## config.mk

```make
export PLATFORM = sky130hd
export DESIGN_NAME = uart_8n1_transceiver
export DESIGN_NICKNAME = d
export VERILOG_FILES = /design/src/hw/rtl/uart8n1_pkg.sv /design/src/hw/rtl/uart8n1_tx.sv /design/src/hw/rtl/uart8n1_rx.sv /design/src/hw/rtl/uart8n1_obuf.sv /design/src/hw/rtl/uart_8n1_transceiver.sv
export SDC_FILE = /design/constraint.sdc
export NUM_CORES = 1
export LEC_CHECK = 0
export CORE_UTILIZATION = 50
export CTS_CLUSTER_SIZE = 30
export DETAILED_ROUTE_END_ITERATION = 6
export DONT_BUFFER_PORTS = 1
export GPL_ROUTABILITY_DRIVEN = 0
export MAX_ROUTING_LAYER = met4
export PLACE_DENSITY_LB_ADDON = 0.25
export SYNTH_ARGS = -nofsm -noshare
export SYNTH_HDL_FRONTEND = slang
export SYNTH_SLANG_ARGS = --single-unit
```

## constraint.sdc

```tcl
create_clock -name clk -period 5.2 [get_ports clk]
set_clock_uncertainty 0.15 [all_clocks]
set_input_delay 0.78 -clock clk [delete_from_list [all_inputs] [get_ports clk]]
set_output_delay 0.78 -clock clk [all_outputs]
set_load 0.02 [all_outputs]
```

## src/hw/rtl/uart8n1_pkg.sv

```systemverilog
// Shared types and constants for the 8N1 UART transceiver.
package uart8n1_pkg;

  // Configuration register indexes.
  localparam int unsigned CfgIdxW = 2;
  localparam logic [CfgIdxW-1:0] CFG_BIT_TICKS      = 2'd0;
  localparam logic [CfgIdxW-1:0] CFG_HALF_BIT_TICKS = 2'd1;

  // Configuration data width and reset values.
  localparam int unsigned CfgDataW        = 16;
  localparam logic [15:0] BIT_TICKS_RST   = 16'd104;
  localparam logic [14:0] HALF_TICKS_RST  = 15'd52;

  // Frame layout.
  localparam logic [3:0] TX_FRAME_BITS = 4'd10;
  localparam logic [3:0] RX_DATA_BITS  = 4'd8;

  // One input request: a tick of the bit-timing counter.
  typedef struct packed {
    logic       rxd;
    logic       tx_load;
    logic [7:0] tx_byte;
  } in_t;

  // One result: line and status levels after the tick.
  typedef struct packed {
    logic       txd;
    logic       tx_busy;
    logic       rx_valid;
    logic [7:0] rx_byte;
  } out_t;

  // Live configuration register values.
  typedef struct packed {
    logic [15:0] bit_ticks;
    logic [14:0] half_bit_ticks;
  } cfg_t;

endpackage

```

## src/hw/rtl/uart8n1_tx.sv

```systemverilog
// Transmitter: frames a byte as start, eight data bits LSB first and stop.
module uart8n1_tx #(
  parameter int unsigned TICK_COUNTER_BITS = 16
) (
  input  logic              clk,
  input  logic              rst_n,
  input  logic              step,
  input  logic              tx_load,
  input  logic [7:0]        tx_byte,
  input  uart8n1_pkg::cfg_t cfg,
  output logic              txd,
  output logic              tx_busy
);

  localparam int unsigned CntW = TICK_COUNTER_BITS;
  localparam int unsigned CmpW = (CntW > 17) ? CntW : 17;

  logic [9:0]      shift_r, shift_nxt;
  logic [3:0]      bits_r, bits_nxt;
  logic [CntW-1:0] cnt_r, cnt_nxt;
  logic            active_r, active_nxt;
  logic            line_r, line_nxt;

  logic [CntW-1:0] cnt_inc;
  logic [CmpW-1:0] inc_ext, lim_ext;
  logic            period_end;

  // Bit period timing: over when the count reaches the limit or saturates.
  always_comb begin
    cnt_inc    = cnt_r + CntW'(1);
    inc_ext    = CmpW'(cnt_inc);
    lim_ext    = CmpW'(cfg.bit_ticks);
    period_end = (inc_ext >= lim_ext) || (&cnt_inc);
  end

  // Next state for one tick.
  always_comb begin
    shift_nxt  = shift_r;
    bits_nxt   = bits_r;
    cnt_nxt    = cnt_r;
    active_nxt = active_r;
    line_nxt   = line_r;
    if (step) begin
      if (!active_r) begin
        if (tx_load) begin
          shift_nxt  = {1'b1, tx_byte, 1'b0};
          bits_nxt   = uart8n1_pkg::TX_FRAME_BITS;
          cnt_nxt    = '0;
          active_nxt = 1'b1;
          line_nxt   = 1'b1;
        end
      end else if (period_end) begin
        cnt_nxt = '0;
        if (bits_r == 4'd0) begin
          active_nxt = 1'b0;
          line_nxt   = 1'b1;
        end else begin
          line_nxt  = shift_r[0];
          shift_nxt = {1'b1, shift_r[9:1]};
          bits_nxt  = bits_r - 4'd1;
        end
      end else begin
        cnt_nxt = cnt_inc;
      end
    end
  end

  // State registers.
  always_ff @(posedge clk) begin
    if (!rst_n) begin
      shift_r  <= '1;
      bits_r   <= '0;
      cnt_r    <= '0;
      active_r <= 1'b0;
      line_r   <= 1'b1;
    end else begin
      shift_r  <= shift_nxt;
      bits_r   <= bits_nxt;
      cnt_r    <= cnt_nxt;
      active_r <= active_nxt;
      line_r   <= line_nxt;
    end
  end

  // Results are the levels after this tick.
  assign txd     = line_nxt;
  assign tx_busy = active_nxt;

endmodule

```

## src/hw/rtl/uart8n1_rx.sv

```systemverilog
// Receiver: finds a start edge and samples eight bits at bit centers.
module uart8n1_rx #(
  parameter int unsigned TICK_COUNTER_BITS = 16
) (
  input  logic              clk,
  input  logic              rst_n,
  input  logic              step,
  input  logic              rxd,
  input  uart8n1_pkg::cfg_t cfg,
  output logic              rx_valid,
  output logic [7:0]        rx_byte
);

  localparam int unsigned CntW = TICK_COUNTER_BITS;
  localparam int unsigned CmpW = (CntW > 17) ? CntW : 17;

  logic [7:0]      shift_r, shift_nxt;
  logic [3:0]      bits_r, bits_nxt;
  logic [CntW-1:0] cnt_r, cnt_nxt;
  logic            hunt_r, hunt_nxt;
  logic            prev_r, prev_nxt;
  logic [7:0]      hold_r, hold_nxt;
  logic            valid;

  logic [CntW-1:0] cnt_inc;
  logic [16:0]     limit;
  logic [CmpW-1:0] inc_ext, lim_ext;
  logic            period_end;
  logic [3:0]      bits_dec;

  // Sample timing: the first sample waits an extra half bit period.
  always_comb begin
    cnt_inc = cnt_r + CntW'(1);
    limit   = {1'b0, cfg.bit_ticks} +
              ((bits_r >= uart8n1_pkg::RX_DATA_BITS) ? {2'b00, cfg.half_bit_ticks} : 17'd0);
    inc_ext    = CmpW'(cnt_inc);
    lim_ext    = CmpW'(limit);
    period_end = (inc_ext >= lim_ext) || (&cnt_inc);
    bits_dec   = bits_r - 4'd1;
  end

  // Next state for one tick.
  always_comb begin
    shift_nxt = shift_r;
    bits_nxt  = bits_r;
    cnt_nxt   = cnt_r;
    hunt_nxt  = hunt_r;
    prev_nxt  = prev_r;
    hold_nxt  = hold_r;
    valid     = 1'b0;
    if (step) begin
      prev_nxt = rxd;
      if (hunt_r) begin
        if (prev_r && !rxd) begin
          hunt_nxt = 1'b0;
          cnt_nxt  = '0;
          bits_nxt = uart8n1_pkg::RX_DATA_BITS;
        end
      end else if (period_end) begin
        cnt_nxt   = '0;
        shift_nxt = {rxd, shift_r[7:1]};
        bits_nxt  = bits_dec;
        if ((bits_dec == 4'd0) || (bits_dec > uart8n1_pkg::RX_DATA_BITS)) begin
          hold_nxt = {rxd, shift_r[7:1]};
          valid    = 1'b1;
          bits_nxt = uart8n1_pkg::RX_DATA_BITS;
          hunt_nxt = 1'b1;
        end
      end else begin
        cnt_nxt = cnt_inc;
      end
    end
  end

  // State registers.
  always_ff @(posedge clk) begin
    if (!rst_n) begin
      shift_r <= '0;
      bits_r  <= uart8n1_pkg::RX_DATA_BITS;
      cnt_r   <= '0;
      hunt_r  <= 1'b1;
      prev_r  <= 1'b1;
      hold_r  <= '0;
    end else begin
      shift_r <= shift_nxt;
      bits_r  <= bits_nxt;
      cnt_r   <= cnt_nxt;
      hunt_r  <= hunt_nxt;
      prev_r  <= prev_nxt;
      hold_r  <= hold_nxt;
    end
  end

  assign rx_valid = valid;
  assign rx_byte  = hold_nxt;

endmodule

```

## src/hw/rtl/uart8n1_obuf.sv

```systemverilog
// Two-entry result buffer: output register plus skid register.
module uart8n1_obuf (
  input  logic              clk,
  input  logic              rst_n,
  input  logic              push_valid,
  output logic              push_ready,
  input  uart8n1_pkg::out_t push_data,
  output logic              out_valid,
  input  logic              out_ready,
  output uart8n1_pkg::out_t out_data
);

  logic              main_valid_r;
  logic              skid_valid_r;
  uart8n1_pkg::out_t main_r;
  uart8n1_pkg::out_t skid_r;
  logic              pop;
  logic              push;

  assign push_ready = !skid_valid_r;
  assign pop        = main_valid_r && out_ready;
  assign push       = push_valid && push_ready;

  // Control: valid flags.
  always_ff @(posedge clk) begin
    if (!rst_n) begin
      main_valid_r <= 1'b0;
      skid_valid_r <= 1'b0;
    end else if (skid_valid_r) begin
      if (pop) begin
        skid_valid_r <= 1'b0;
      end
    end else if (!main_valid_r || pop) begin
      main_valid_r <= push;
    end else if (push) begin
      skid_valid_r <= 1'b1;
    end
  end

  // Payload registers.
  always_ff @(posedge clk) begin
    if (skid_valid_r) begin
      if (pop) begin
        main_r <= skid_r;
      end
    end else if (!main_valid_r || pop) begin
      if (push) begin
        main_r <= push_data;
      end
    end else if (push) begin
      skid_r <= push_data;
    end
  end

  assign out_valid = main_valid_r;
  assign out_data  = main_r;

endmodule

```

## src/hw/rtl/uart_8n1_transceiver.sv

```systemverilog
// Top level of the tick-driven 8N1 UART transceiver.
//
// Each input request is one tick of the bit-timing counter and carries the
// receive line level, a transmit load flag and the byte to send. Each
// accepted request yields exactly one result: the transmit line level, the
// busy flag, a one-tick receive valid and the last received byte, all as
// they stand after that tick.
// Throughput: one request per cycle while in_ready is high; the
// transmitter and receiver state advance in a single pass of short logic
// per tick. A two-entry result buffer registers each result in its output
// register, or in its skid register while an untaken result waits, so the
// block can take a request while one result still waits; in_ready drops
// only when both entries are full, and rises again once the receiver takes
// one. A stalled receiver therefore stalls the tick stream, with no loss.
// Reset (rst_n low, synchronous) empties the buffer, idles the line high,
// sets the receiver hunting for a start edge and loads bit_ticks = 104 and
// half_bit_ticks = 52. Configuration writes on cfg_we take effect at the
// next tick; unknown indexes are ignored.
module uart_8n1_transceiver #(
  parameter int unsigned TICK_COUNTER_BITS = 16
) (
  input  logic                                clk,
  input  logic                                rst_n,
  input  logic                                in_valid,
  output logic                                in_ready,
  input  uart8n1_pkg::in_t                    in_data,
  output logic                                out_valid,
  input  logic                                out_ready,
  output uart8n1_pkg::out_t                   out_data,
  input  logic                                cfg_we,
  input  logic [uart8n1_pkg::CfgIdxW-1:0]     cfg_index,
  input  logic [uart8n1_pkg::CfgDataW-1:0]    cfg_wdata
);

  uart8n1_pkg::cfg_t cfg_r;
  uart8n1_pkg::out_t result;
  logic              step;

  // Configuration registers.
  always_ff @(posedge clk) begin
    if (!rst_n) begin
      cfg_r.bit_ticks      <= uart8n1_pkg::BIT_TICKS_RST;
      cfg_r.half_bit_ticks <= uart8n1_pkg::HALF_TICKS_RST;
    end else if (cfg_we) begin
      case (cfg_index)
        uart8n1_pkg::CFG_BIT_TICKS:      cfg_r.bit_ticks      <= cfg_wdata;
        uart8n1_pkg::CFG_HALF_BIT_TICKS: cfg_r.half_bit_ticks <= cfg_wdata[14:0];
        default: ;
      endcase
    end
  end

  // A tick advances the state when its request is accepted.
  assign step = in_valid && in_ready;

  // Transmitter.
  uart8n1_tx #(
    .TICK_COUNTER_BITS(TICK_COUNTER_BITS)
  ) u_tx (
    .clk     (clk),
    .rst_n   (rst_n),
    .step    (step),
    .tx_load (in_data.tx_load),
    .tx_byte (in_data.tx_byte),
    .cfg     (cfg_r),
    .txd     (result.txd),
    .tx_busy (result.tx_busy)
  );

  // Receiver.
  uart8n1_rx #(
    .TICK_COUNTER_BITS(TICK_COUNTER_BITS)
  ) u_rx (
    .clk      (clk),
    .rst_n    (rst_n),
    .step     (step),
    .rxd      (in_data.rxd),
    .cfg      (cfg_r),
    .rx_valid (result.rx_valid),
    .rx_byte  (result.rx_byte)
  );

  // Result buffer.
  uart8n1_obuf u_obuf (
    .clk        (clk),
    .rst_n      (rst_n),
    .push_valid (in_valid),
    .push_ready (in_ready),
    .push_data  (result),
    .out_valid  (out_valid),
    .out_ready  (out_ready),
    .out_data   (out_data)
  );

endmodule

```

# After elaboration in Yosys (flattened, before gate mapping)
# Index checks and enable logic that the tools add are counted.
# op_classes
n_addsub	5
multipliers	0
div	0
order_cmp	4
eq_ne	5
shift	0
mux	46
n_bitwise	3
reduce_logical	29
# op_table
operator	n
2-to-1 mux 16 bit	6
2-to-1 mux 11 bit	4
2-to-1 mux 10 bit	4
adder 16 x 1 -> 16 bit, second input constant	2
2-to-1 mux 4 bit	8
2-to-1 mux 8 bit	4
AND reduction 16 bit	2
2-to-1 mux 1 bit	19
adder 16 x 17 -> 17 bit	1
greater-or-equal comparator 16 x 17 -> 1 bit	1
greater-or-equal comparator 16 bit	1
2-to-1 mux 15 bit	1
AND reduction 3 bit	4
AND reduction 2 bit	5
zero test 4 bit	2
inequality test 2 bit, second input constant	4
nonzero test 2 bit	4
subtractor 4 x 1 -> 4 bit, second input constant	2
greater-or-equal comparator 4 bit, second input constant	1
greater-than comparator 4 bit, second input constant	1
logical OR 1 bit	4
AND reduction 4 bit	1
logical AND 1 bit	3
zero test 1 bit	3
3 further kinds	5
# totals
register_bits	125
latchBits	0
mem_bits_rw	0
romBits	0
in_bits	33
memories	0

# Logic depth before layout (Yosys ltp)
# Gate-level depths: netlist of run 1.
# logic_depth
word_depth	11
mapped_depth	19
mapped_depth_nobuf	18

# Cells and area by module
# A second synthesis of run 1 with hierarchy kept.
# unflattened
hier_cells	871
hier_area_um2	7831.3
# by_module_without_submodules
mod	n_inst	cells_each	area_per_inst_um2	seq_area_each_um2
uart8n1_rx	1	417	3335.7	740.7
uart8n1_tx	1	279	2297.2	620.6
uart_8n1_transceiver	1	126	1247.4	620.6
uart8n1_obuf	1	49	950.9	700.7

# Least setup slack after synthesis of run 1
# No wires, ideal clock.
# synth_path
path_type	reg2reg
startpoint	register u_rx.bits_r[3]
endpoint	register u_obuf.main_r (netlist bit u_obuf.out_data[0]) (data pin)
setup_time_ns	0.152
t_arrival_ns	3.805
setup_slack_ns	1.093
path_stages_with_launch	19
period_less_slack_ns	4.107
path_cell_list	dfxtp_1 clkbuf_1 and2_1 ha_1 a21o_1 a21oi_1 nor3b_1 a21oi_1 a21o_1 a21oi_1 xor2_1 ha_1 a21oi_1 o41ai_1 a21oi_1 o21ai_0 o21ai_1 o211ai_2 a31oi_1
# synth_via
elab_chain_len	11
# synth_lines
item	line	rtl
start: declaration	uart8n1_rx.sv:18	logic [3:0] bits_r, bits_nxt;
start signal: assignment	uart8n1_rx.sv:79	bits_r <= uart8n1_pkg::RX_DATA_BITS;
start signal: assignment	uart8n1_rx.sv:86	bits_r <= bits_nxt;
greater-or-equal comparator 4 bit	uart8n1_rx.sv:35	((bits_r >= uart8n1_pkg::RX_DATA_BITS) ? {2'b00, cfg.half_bit_ticks} : 17'd0);
2-to-1 mux 15 bit	uart8n1_rx.sv:35	
adder 16 x 17 -> 17 bit	uart8n1_rx.sv:34	limit = {1'b0, cfg.bit_ticks} +
greater-or-equal comparator 16 x 17 -> 1 bit	uart8n1_rx.sv:38	period_end = (inc_ext >= lim_ext) || (&cnt_inc);
logical OR 1 bit	uart8n1_rx.sv:38	
2-to-1 mux 8 bit *	uart8n1_rx.sv:59	end else if (period_end) begin
2-to-1 mux 8 bit *	uart8n1_rx.sv:53	if (hunt_r) begin
2-to-1 mux 8 bit *	uart8n1_rx.sv:51	if (step) begin
2-to-1 mux 11 bit *	uart8n1_obuf.sv:47	if (push) begin
2-to-1 mux 11 bit *	uart8n1_obuf.sv:46	end else if (!main_valid_r || pop) begin
2-to-1 mux 11 bit *	uart8n1_obuf.sv:42	if (skid_valid_r) begin
end signal: assignment	uart8n1_obuf.sv:44	main_r <= skid_r;
end signal: assignment	uart8n1_obuf.sv:48	main_r <= push_data;
end: declaration	uart8n1_obuf.sv:15	uart8n1_pkg::out_t main_r;
# Mark *: on every way between the ends. The rest lies on a longest branch, timed or not. The select of a mux whose other input is x is not followed.
# A chain may end at the register's enable or synchronous reset.

# Worst setup path after layout of run 1
# layout_path
startpoint	register u_rx.bits_r[3]
endpoint	register u_obuf.main_r (netlist bit u_obuf.out_data[6]) (data pin)
# The elaborated chain is that of the path after synthesis.

==> results of run 1 <==
-- layout make-up --
cell class | instances | area, µm²
Clock buffer | 19 | 443
Multi-Input combinational cell | 656 | 4520
Tap cell | 184 | 230
Clock inverter | 13 | 190
Inverter | 44 | 165
Sequential cell | 123 | 2680
Fill cell | 1311 | 6370
Timing Repair Buffer | 6 | 45.0
-- synthesized netlist by cell type, types with 16 or more instances --
| master | instances |
|---|---|
| nand2_1 | 118 |
| dfxtp_1 | 101 |
| a21oi_1 | 82 |
| nor2_1 | 56 |
| ha_1 | 55 |
| inv_1 | 44 |
| nand3_1 | 31 |
| xnor2_1 | 30 |
| clkbuf_1 | 29 |
| o21ai_0 | 25 |
| edfxtp_1 | 22 |
| nand4_1 | 19 |
| and2_1 | 17 |
| mux2i_1 | 16 |
-- cells by family after synthesis --
| group | count (synthesis) | share of synthesized area |
|---|---|---|
| buf+inv | 88 | 0.0479 |
| mux | 16 | 0.0212 |
| flops | 123 | 0.355 |
| fa+ha+maj | 56 | 0.0938 |
| compound gates | 228 | 0.215 |
| xor+xnor | 40 | 0.0464 |
| simple gates | 316 | 0.221 |
-- report_power, final --
group	switching [mW]	total [mW]	internal (mW)	leakage (nW)
Clock	0.455	1.27	0.819	0.306
Sequential	0.0379	1.04	1.00	1.02
Combinational	0.138	0.217	0.0783	1.90
Total	0.631	2.53	1.90	3.23
-- routing by layer --
layer  share of wire  global-route usage
met2            0.49               0.402
met3           0.045              0.0515
met4           0.018              0.0846
met5               0                   -
met1            0.45               0.290
-- registers in the layout, summed over array words and instances (netlist names), 4 cells and up --
| register | cells |
|---|---|
| u_rx.bits_r | 4 |
| u_rx.hold_r | 8 |
| u_obuf.out_data | 11 |
| u_tx.shift_r | 9 |
| u_rx.shift_r | 7 |
| u_obuf.skid_r | 11 |
| u_rx.cnt_r | 16 |
| u_tx.bits_r | 4 |
| cfg_r | 31 |
| u_tx.cnt_r | 16 |
-- repair_timing --
action                                  4_1_cts  5_1_grt
endpoints found under the hold margin         0        0
gates resized for setup                       0        2
endpoints found under the setup margin        0        9
-- metrics by stage --
step,instance area (µm²),power (mW),util
6_report,8280,2.53,0.565
2_1_floorplan,7550,1.23,-
4_1_cts,8270,2.55,0.564
5_1_grt,8280,2.61,0.565
3_3_place_gp,7630,1.27,0.521
3_5_place_dp,7630,1.28,0.521
-- worst paths after layout --
path / start / end / slack [ns] / cells after the start
min: rst_n / u_tx.shift_r[0]$_SDFFE_PN1P_ / 0.29 / 1
min reg2reg: cfg_r[12]$_SDFFE_PN0P_ / cfg_r[12]$_SDFFE_PN0P_ / 0.30 / 2
max reg2reg: u_rx.bits_r[3]$_SDFFE_PN1P_ / u_obuf.out_data[6]$_DFFE_PP_ / 0.38 / 18
max: u_rx.bits_r[3]$_SDFFE_PN1P_ / u_obuf.out_data[6]$_DFFE_PP_ / 0.38 / 18
==> reports/results.txt, run 1 <==
Initial DRT Pass Iterations: 5
dominant synthesized flop cell: dfxtp_1
Slew Limit Fails: 0
power per cell area: 306 mW/mm²
Crit path required time: 5.30 ns
CP peak stage delay: 0.54 ns
unrepaired setup endpoints after global routing: no
GRT Total Usage: 0.242
# rows: 44
Ant. Diodes: 0
outcome: finished, final reports clean
ranking of synthesized cells by area: dfxtp_1 (27%), ha_1 (9.1%), edfxtp_1 (8.8%)
die area: 0.0156 mm²
Skew-Pair Late Insertion Delay: 0.42 ns
first-pass GRT wire length: 29.8 mm
clock period minus worst slack: 4.82 ns
antenna-violating nets left: 0
initial antenna violation count: 0
post-synth top area cell: dfxtp_1
TritonCTS clock tree: yes
clock buffer depth: 2
Post-synth ARST share: 0
CTS Buf Count: 17
pre-CTS setup slack: 0.398 ns
DR DRC count: 0
H-tree levels: 4
DR vias: 6320
slowest CP cell: o211a_1
crit share post-route: 0.927
crit start category: flip-flop
setup TNS: 0 ns
area grow syn2layout: 9.68%
Final Worst Setup Slack: 0.382 ns
Slew HR: 0.227
largest net degree at the start of global routing: 59
initial DRC count: 416
Initial Util: 0.515
clock slew at reported path FFs: 0.06 ns
Vias/cell: 6.05
Synth top area share: 0.268
setup bufs post-CTS: 0
HPWL Detailed: 12.7 mm
mean post-synth cell area: 8.70 µm²
Final nets: 937
Worst path top cell family by delay: compound AO/OA/AOI/OAI gates
Max-Cap Viols: 0
ratio of cells with drive above 1 in the final layout: 0.105
Seq cells post-synth: 123
YS warnings: 0
cells along the critical path: and2_1 -> ha_1 -> fa_1 -> a211oi_1 -> o21ai_0 -> nand4_1 -> a21oi_1 -> a21o_1 -> a21oi_1 -> xor2_1 -> ha_1 -> nand4_1 -> o41ai_1 -> a21oi_1 -> o21ai_0 -> o211a_1 -> o2111ai_2 -> a31oi_1
root buf cell: clkbuf_16
number of hold violations in the final report: 0
CTS hold repair buffers: 0
core area: 0.0146 mm²
# IOs: 46
P_leak: 3.23 nW
actual slew at the worst max-slew pin: 1.16 ns
commonest non-fill, non-tap cells in the layout: nand2_1 (118), dfxtp_1 (101), a21oi_1 (82), nor2_1 (56), ha_1 (55)
WP data arrival: 4.92 ns
sequential area share after synthesis: 0.355
worst vdd ir: 0.000236 V
grt ovf: 0
Worst path most repeated cell: a21oi_1
Die X: 125 µm
Post-synth EDFFs: 22
post-synth net total: 956
worst path bufs/invs: 0
class of the worst hold path: in2reg
crit path kind: reg2reg
hold_ws: 0.293 ns
Port Buffers: 0
Critical Path Fanout Max: 17
Fmax: 208 MHz
Die Y-Extent: 125 µm
Netlist cell types: 76
Routed WL: 17.7 mm
Placed Cells: 1013
commonest non-fill, non-tap cell in the layout: nand2_1
drt wl/cell: 17.0 µm
Cells after Synth: 867
Clock Sinks: 123
setup violators final: 0
final cell count without fillers: 1045
CP Capture Type: flip-flop
vias in the first global route: 6216
area of the mapped netlist: 0.00755 mm²
Power figures use the tool's default switching activity.
==> inputs of run 2 (changes only) <==
--- a/config.mk
+++ b/config.mk
@@ -5,13 +5,15 @@
 export SDC_FILE = /design/constraint.sdc
 export NUM_CORES = 1
 export LEC_CHECK = 0
-export CORE_UTILIZATION = 50
+export CORE_UTILIZATION = 54
 export CTS_CLUSTER_SIZE = 30
 export DETAILED_ROUTE_END_ITERATION = 6
 export DONT_BUFFER_PORTS = 1
 export GPL_ROUTABILITY_DRIVEN = 0
 export MAX_ROUTING_LAYER = met4
 export PLACE_DENSITY_LB_ADDON = 0.25
+export REMOVE_ABC_BUFFERS = 1
 export SYNTH_ARGS = -nofsm -noshare
 export SYNTH_HDL_FRONTEND = slang
 export SYNTH_SLANG_ARGS = --single-unit
+export TNS_END_PERCENT = 20
==> run 2 against run 1 <==
  * Power is 4.3% lower
  * Flip-flop and latch count stayed put
  * Critical path depth stayed put
  * Combinational power hardly changed
  * Maximum frequency is 2.8% higher
  * Sequential power hardly changed
  * Sequential share of layout area is 0.25 points higher
  * Critical path type unchanged
==> reports/results.txt, run 2 (synthesis gave the netlist of run 1 again) <==
outcome: finished, final reports clean
crit start category: flip-flop
area grow syn2layout: 8.84%
post-CTS sizing: 0
WP data arrival: 4.89 ns
setup violators final: 0
Die X: 120 µm
Ant. Diodes: 0
Worst path most repeated cell: a21oi_1
Most flops, register: cfg_r
antenna-violating nets left: 0
setup TNS: 0 ns
HPWL Detailed: 12.5 mm
Critical Path Fanout Max: 17
first-pass GRT wire length: 30.0 mm
# rows: 42
DR vias: 6348
biggest regs: cfg_r x31, u_rx.cnt_r x16, u_tx.cnt_r x16
area occupied by multi-input gates: 0.00452 mm²
CTS hold repair buffers: 0
clock buffer depth: 2
Initial DRT Pass Iterations: 5
initial antenna violation count: 0
worst path bufs/invs: 0
Max-Cap Viols: 0
max reg flops: 31
unrepaired setup endpoints after global routing: no
CP peak stage delay: 0.45 ns
Final Util: 0.610
Clock Sinks: 123
worst reg2reg path depth: 18
largest net degree at the start of global routing: 42
actual slew at the worst max-slew pin: 1.18 ns
drt wl/cell: 17.1 µm
Slew HR: 0.204
Worst R2R Start: u_rx.bits_r[3]$_SDFFE_PN1P_
Port Buffers: 0
root buf cell: clkbuf_16
Initial Util: 0.561
cells along the critical path: and2_1 -> ha_1 -> fa_1 -> a211oi_1 -> o21ai_0 -> nand4_1 -> a21oi_1 -> a21o_1 -> a21oi_1 -> xor2_1 -> ha_1 -> a21oi_1 -> o41ai_1 -> a21oi_1 -> o21ai_0 -> o211a_1 -> o21ai_4 -> mux2i_1
Die Y-Extent: 120 µm
clock slew at reported path FFs: 0.06 ns
TritonCTS clock tree: yes
Final nets: 935
Fmax: 213 MHz
Skew-Pair Late Insertion Delay: 0.43 ns
Fillers: 1145
crit share post-route: 0.901
worst vdd ir: 0.000234 V
Vias/cell: 6.13
GRT Total Usage: 0.268
Worst path top cell family by delay: compound AO/OA/AOI/OAI gates
P_leak: 3.19 nW
ratio of cells with drive above 1 in the final layout: 0.102
Crit path required time: 5.40 ns
CTS Buf Count: 17
slowest CP cell: o211a_1
clock period minus worst slack: 4.69 ns
worst hold stages: 1
grt ovf: 0
number of hold violations in the final report: 0
FF+latch area: 0.00268 mm²
Worst Hold Endpoint: cfg_r[5]$_SDFFE_PN1P_
reg-to-reg endpoint: u_rx.shift_r[4]$_SDFFE_PN0P_
CP Capture Type: flip-flop
initial DRC count: 506
vias in the first global route: 6159
Slew Limit Fails: 0
H-tree levels: 4
commonest non-fill, non-tap cell in the layout: nand2_1
Routed WL: 17.7 mm
class of the worst hold path: in2reg
reg2reg setup slack: 0.51 ns
Hold Path Origin: rst_n
die area: 0.0145 mm²
core area: 0.0135 mm²
commonest non-fill, non-tap cells in the layout: nand2_1 (118), dfxtp_1 (101), a21oi_1 (82), nor2_1 (56), ha_1 (55)
power per cell area: 295 mW/mm²
DR DRC count: 0
crit path kind: reg2reg
setup bufs post-CTS: 0
# IOs: 46
[run 2: through the flow]
step / instance area (µm²) / hold WS [ns] / setup slack (ns) / instances / total power [mW]
2_1_floorplan: 7350 / 0.281 / 0.837 / 823 / 1.22
3_3_place_gp: 7610 / 0.291 / 0.517 / 1003 / 1.26
3_5_place_dp: 7610 / 0.297 / 0.448 / 1003 / 1.27
4_1_cts: 8200 / 0.264 / 0.408 / 1035 / 2.43
5_1_grt: 8210 / 0.258 / 0.0182 / 1035 / 2.51
6_report: 8210 / 0.275 / 0.513 / 1035 / 2.42
[run 2: final cells by class]
class / instances / area share
clock buffers: 22 / 0.0631
well taps: 176 / 0.0268
multi-input cells: 656 / 0.550
repair buffers: 4 / 0.00366
flip-flops and latches: 123 / 0.327
inverters: 44 / 0.0201
clock inverters: 10 / 0.00929
[run 2: worst reg2reg max path: stages (launching register included)]
cell and delay [ns]:
dfxtp_1 0.44, and2_1 0.23, ha_1 0.20, fa_1 0.43, a211oi_1 0.22, o21ai_0 0.16, nand4_1 0.18, a21oi_1 0.12
a21o_1 0.19, a21oi_1 0.16, xor2_1 0.17, ha_1 0.28, a21oi_1 0.17, o41ai_1 0.10, a21oi_1 0.13, o21ai_0 0.16
o211a_1 0.45, o21ai_4 0.44, mux2i_1 0.25
[run 2: layer usage]
layer | vias to the layer above | share of wire | GRT usage | wire length (µm)
li1 | 3124 | - | - | -
met1 | 3027 | 0.44 | 0.319 | 7760
met2 | 159 | 0.49 | 0.436 | 8620
met3 | 38 | 0.050 | 0.0660 | 878
met4 | 0 | 0.027 | 0.105 | 471
met5 | - | 0 | - | 0
[run 2: how the worst max path moves through the flow]
stage                     slack (ns)                        start  cells after the start                            to
after floorplan                 0.84  u_rx.bits_r[3]$_SDFFE_PN1P_                     18   u_rx.bits_r[0]$_SDFFE_PN0P_
after global placement          0.52  u_rx.bits_r[3]$_SDFFE_PN1P_                     18  u_obuf.out_data[0]$_DFFE_PP_
after detailed placement        0.45  u_rx.bits_r[3]$_SDFFE_PN1P_                     18  u_obuf.out_data[4]$_DFFE_PP_
after CTS                       0.41  u_rx.bits_r[3]$_SDFFE_PN1P_                     18  u_obuf.out_data[3]$_DFFE_PP_
after global routing            0.02  u_rx.bits_r[3]$_SDFFE_PN1P_                     18  u_obuf.out_data[8]$_DFFE_PP_
final                           0.51  u_rx.bits_r[3]$_SDFFE_PN1P_                     18  u_rx.shift_r[4]$_SDFFE_PN0P_
[run 2: power by group]
group	switching (mW)	internal [mW]	leakage [nW]
sequential	0.0387	1.00	1.02
clock	0.457	0.709	0.277
combinational	0.137	0.0779	1.89
==> inputs of run 3 (changes only) <==
==> constraint.sdc (replaced) <==
create_clock -name clk -period 4.4 [get_ports clk]
set_clock_uncertainty 0.15 [all_clocks]
set_input_delay 0.66 -clock clk [delete_from_list [all_inputs] [get_ports clk]]
set_output_delay 0.66 -clock clk [all_outputs]
set_load 0.02 [all_outputs]
==> run 3 against run 2 <==
  * Maximum frequency rose by 11%
  * Combinational power rose by 22%
  * Clock-buffer cell count fell by 1
  * Hold slack got worse by 0.12 ns
  * Sequential share of layout area fell by 0.78 points
  * Register-to-register slack got worse by 0.33 ns
  * Critical endpoint is now u_rx.bits_r[3]$_SDFFE_PN1P_
  * Largest power group unchanged
==> reports/results.txt, run 3 (synthesis gave the netlist of run 1 again) <==
Routed WL: 18.0 mm
area occupied by multi-input gates: 0.00464 mm²
P_leak: 3.27 nW
Initial DRT Pass Iterations: 5
outcome: finished, final reports clean
Design Power: 2.87 mW
Initial Util: 0.561
worst vdd ir: 0.000286 V
DR DRC count: 0
max reg flops: 31
grt ovf: 0
Ant. Diodes: 0
GRT Total Usage: 0.263
FF+latch area: 0.00268 mm²
area grow syn2layout: 11.5%
Slew HR: 0.245
Skew-Pair Late Insertion Delay: 0.43 ns
crit share post-route: 0.959
CTS hold repair buffers: 0
pre-CTS setup slack: -0.0719 ns
Final nets: 946
actual slew at the worst max-slew pin: 1.13 ns
Die Y-Extent: 120 µm
ratio of cells with drive above 1 in the final layout: 0.132
Max-Cap Viols: 0
Clock Sinks: 123
Final Util: 0.626
Fmax: 237 MHz
initial DRC count: 437
Fillers: 1137
Final Worst Setup Slack: 0.182 ns
Slew Limit Fails: 0
first-pass GRT wire length: 29.5 mm
die area: 0.0145 mm²
Port Buffers: 0
unrepaired setup endpoints after global routing: yes
WP data arrival: 4.38 ns
drt wl/cell: 17.2 µm
clock buffer depth: 2
class of the worst hold path: in2reg
TritonCTS clock tree: yes
power per cell area: 341 mW/mm²
crit path kind: reg2reg
Most flops, register: cfg_r
H-tree levels: 4
initial antenna violation count: 0
clock period minus worst slack: 4.22 ns
clock slew at reported path FFs: 0.06 ns
biggest regs: cfg_r x31, u_rx.cnt_r x16, u_tx.cnt_r x16
Die X: 120 µm
antenna-violating nets left: 0
commonest non-fill, non-tap cells in the layout: nand2_1 (118), dfxtp_1 (100), a21oi_1 (79), nor2_1 (55), ha_1 (55)
CTS Buf Count: 17
number of hold violations in the final report: 0
core area: 0.0135 mm²
DR vias: 6407
Crit path required time: 4.56 ns
HPWL Detailed: 12.5 mm
# rows: 42
root buf cell: clkbuf_16
setup violators final: 0
largest net degree at the start of global routing: 44
vias in the first global route: 6120
# IOs: 46
Vias/cell: 6.13
commonest non-fill, non-tap cell in the layout: nand2_1
crit start category: flip-flop
Critical Path Fanout Max: 10
CP Capture Type: flip-flop
-- run 3: cell types whose count changed in the layout (fill, tap and decap cells not counted), sizes merged --
cell / before / now
buf: 4 / 14
clkinv: 3 / 5
clkinvlp: 5 / 3
bufinv: 0 / 1
clkbuf: 22 / 21
o211a: 1 / 2
-- run 3: per-stage QoR --
stage               instances  setup TNS (ns)  area, µm²  hold slack (ns)
global placement         1012               0       7690            0.288
CTS                      1044               0       8290            0.147
detailed placement       1012          -0.737       7690            0.292
global route             1046          -0.165       8420            0.145
floorplan                 823               0       7350            0.281
finish                   1046               0       8420            0.154
-- run 3: cell type report --
type | instances | share of cell area
flip-flops and latches | 123 | 0.319
inverters | 44 | 0.0196
well taps | 176 | 0.0262
clock buffers | 21 | 0.0574
repair buffers | 14 | 0.0144
multi-input cells | 657 | 0.551
clock inverters | 11 | 0.0128
-- run 3: where the power goes --
part           switching, mW  internal, mW
clock                  0.532         0.848
sequential            0.0439          1.19
combinational          0.166        0.0963
-- run 3: worst max-delay path, stage by stage (launching register included) --
cell	delay (ns)
dfxtp_2	0.35
and2_1	0.16
ha_1	0.20
fa_2	0.35
a211oi_2	0.18
o21ai_1	0.12
nand4_1	0.17
a21oi_2	0.09
a21o_1	0.22
a21oi_2	0.16
xor2_1	0.09
ha_1	0.34
nand4_1	0.12
o41ai_2	0.32
a21oi_1	0.12
o21ai_2	0.13
o211ai_1	0.15
a21oi_1	0.33
mux2i_1	0.34
-- run 3: repair_timing --
| item | 4_1_cts | 5_1_grt |
|---|---|---|
| setup buffers | 0 | 1 |
| cloned | 0 | 1 |
| setup endpoints to repair | 22 | 70 |
| pin swaps | 0 | 10 |
| resized for setup | 2 | 24 |
-- run 3: metal layers --
layer / share of wire / vias up / GRT usage / wire length, µm
li1: - / 3148 / - / -
met1: 0.45 / 3086 / 0.314 / 7990
met2: 0.49 / 139 / 0.427 / 8790
met3: 0.046 / 34 / 0.0703 / 822
met4: 0.020 / 0 / 0.0965 / 354
met5: 0 / - / - / 0
-- run 3: final timing paths --
| check | start | to | slack, ns | cells after the start |
|---|---|---|---|---|
| worst max-delay path | u_rx.bits_r[3]$_SDFFE_PN1P_ | u_rx.bits_r[3]$_SDFFE_PN1P_ | 0.18 | 18 |
| worst min-delay path | rst_n | cfg_r[4]$_SDFFE_PN1P_ | 0.15 | 1 |
| worst max register to register | u_rx.bits_r[3]$_SDFFE_PN1P_ | u_rx.bits_r[3]$_SDFFE_PN1P_ | 0.18 | 18 |
| worst min register to register | cfg_r[10]$_SDFFE_PN0P_ | cfg_r[10]$_SDFFE_PN0P_ | 0.30 | 2 |
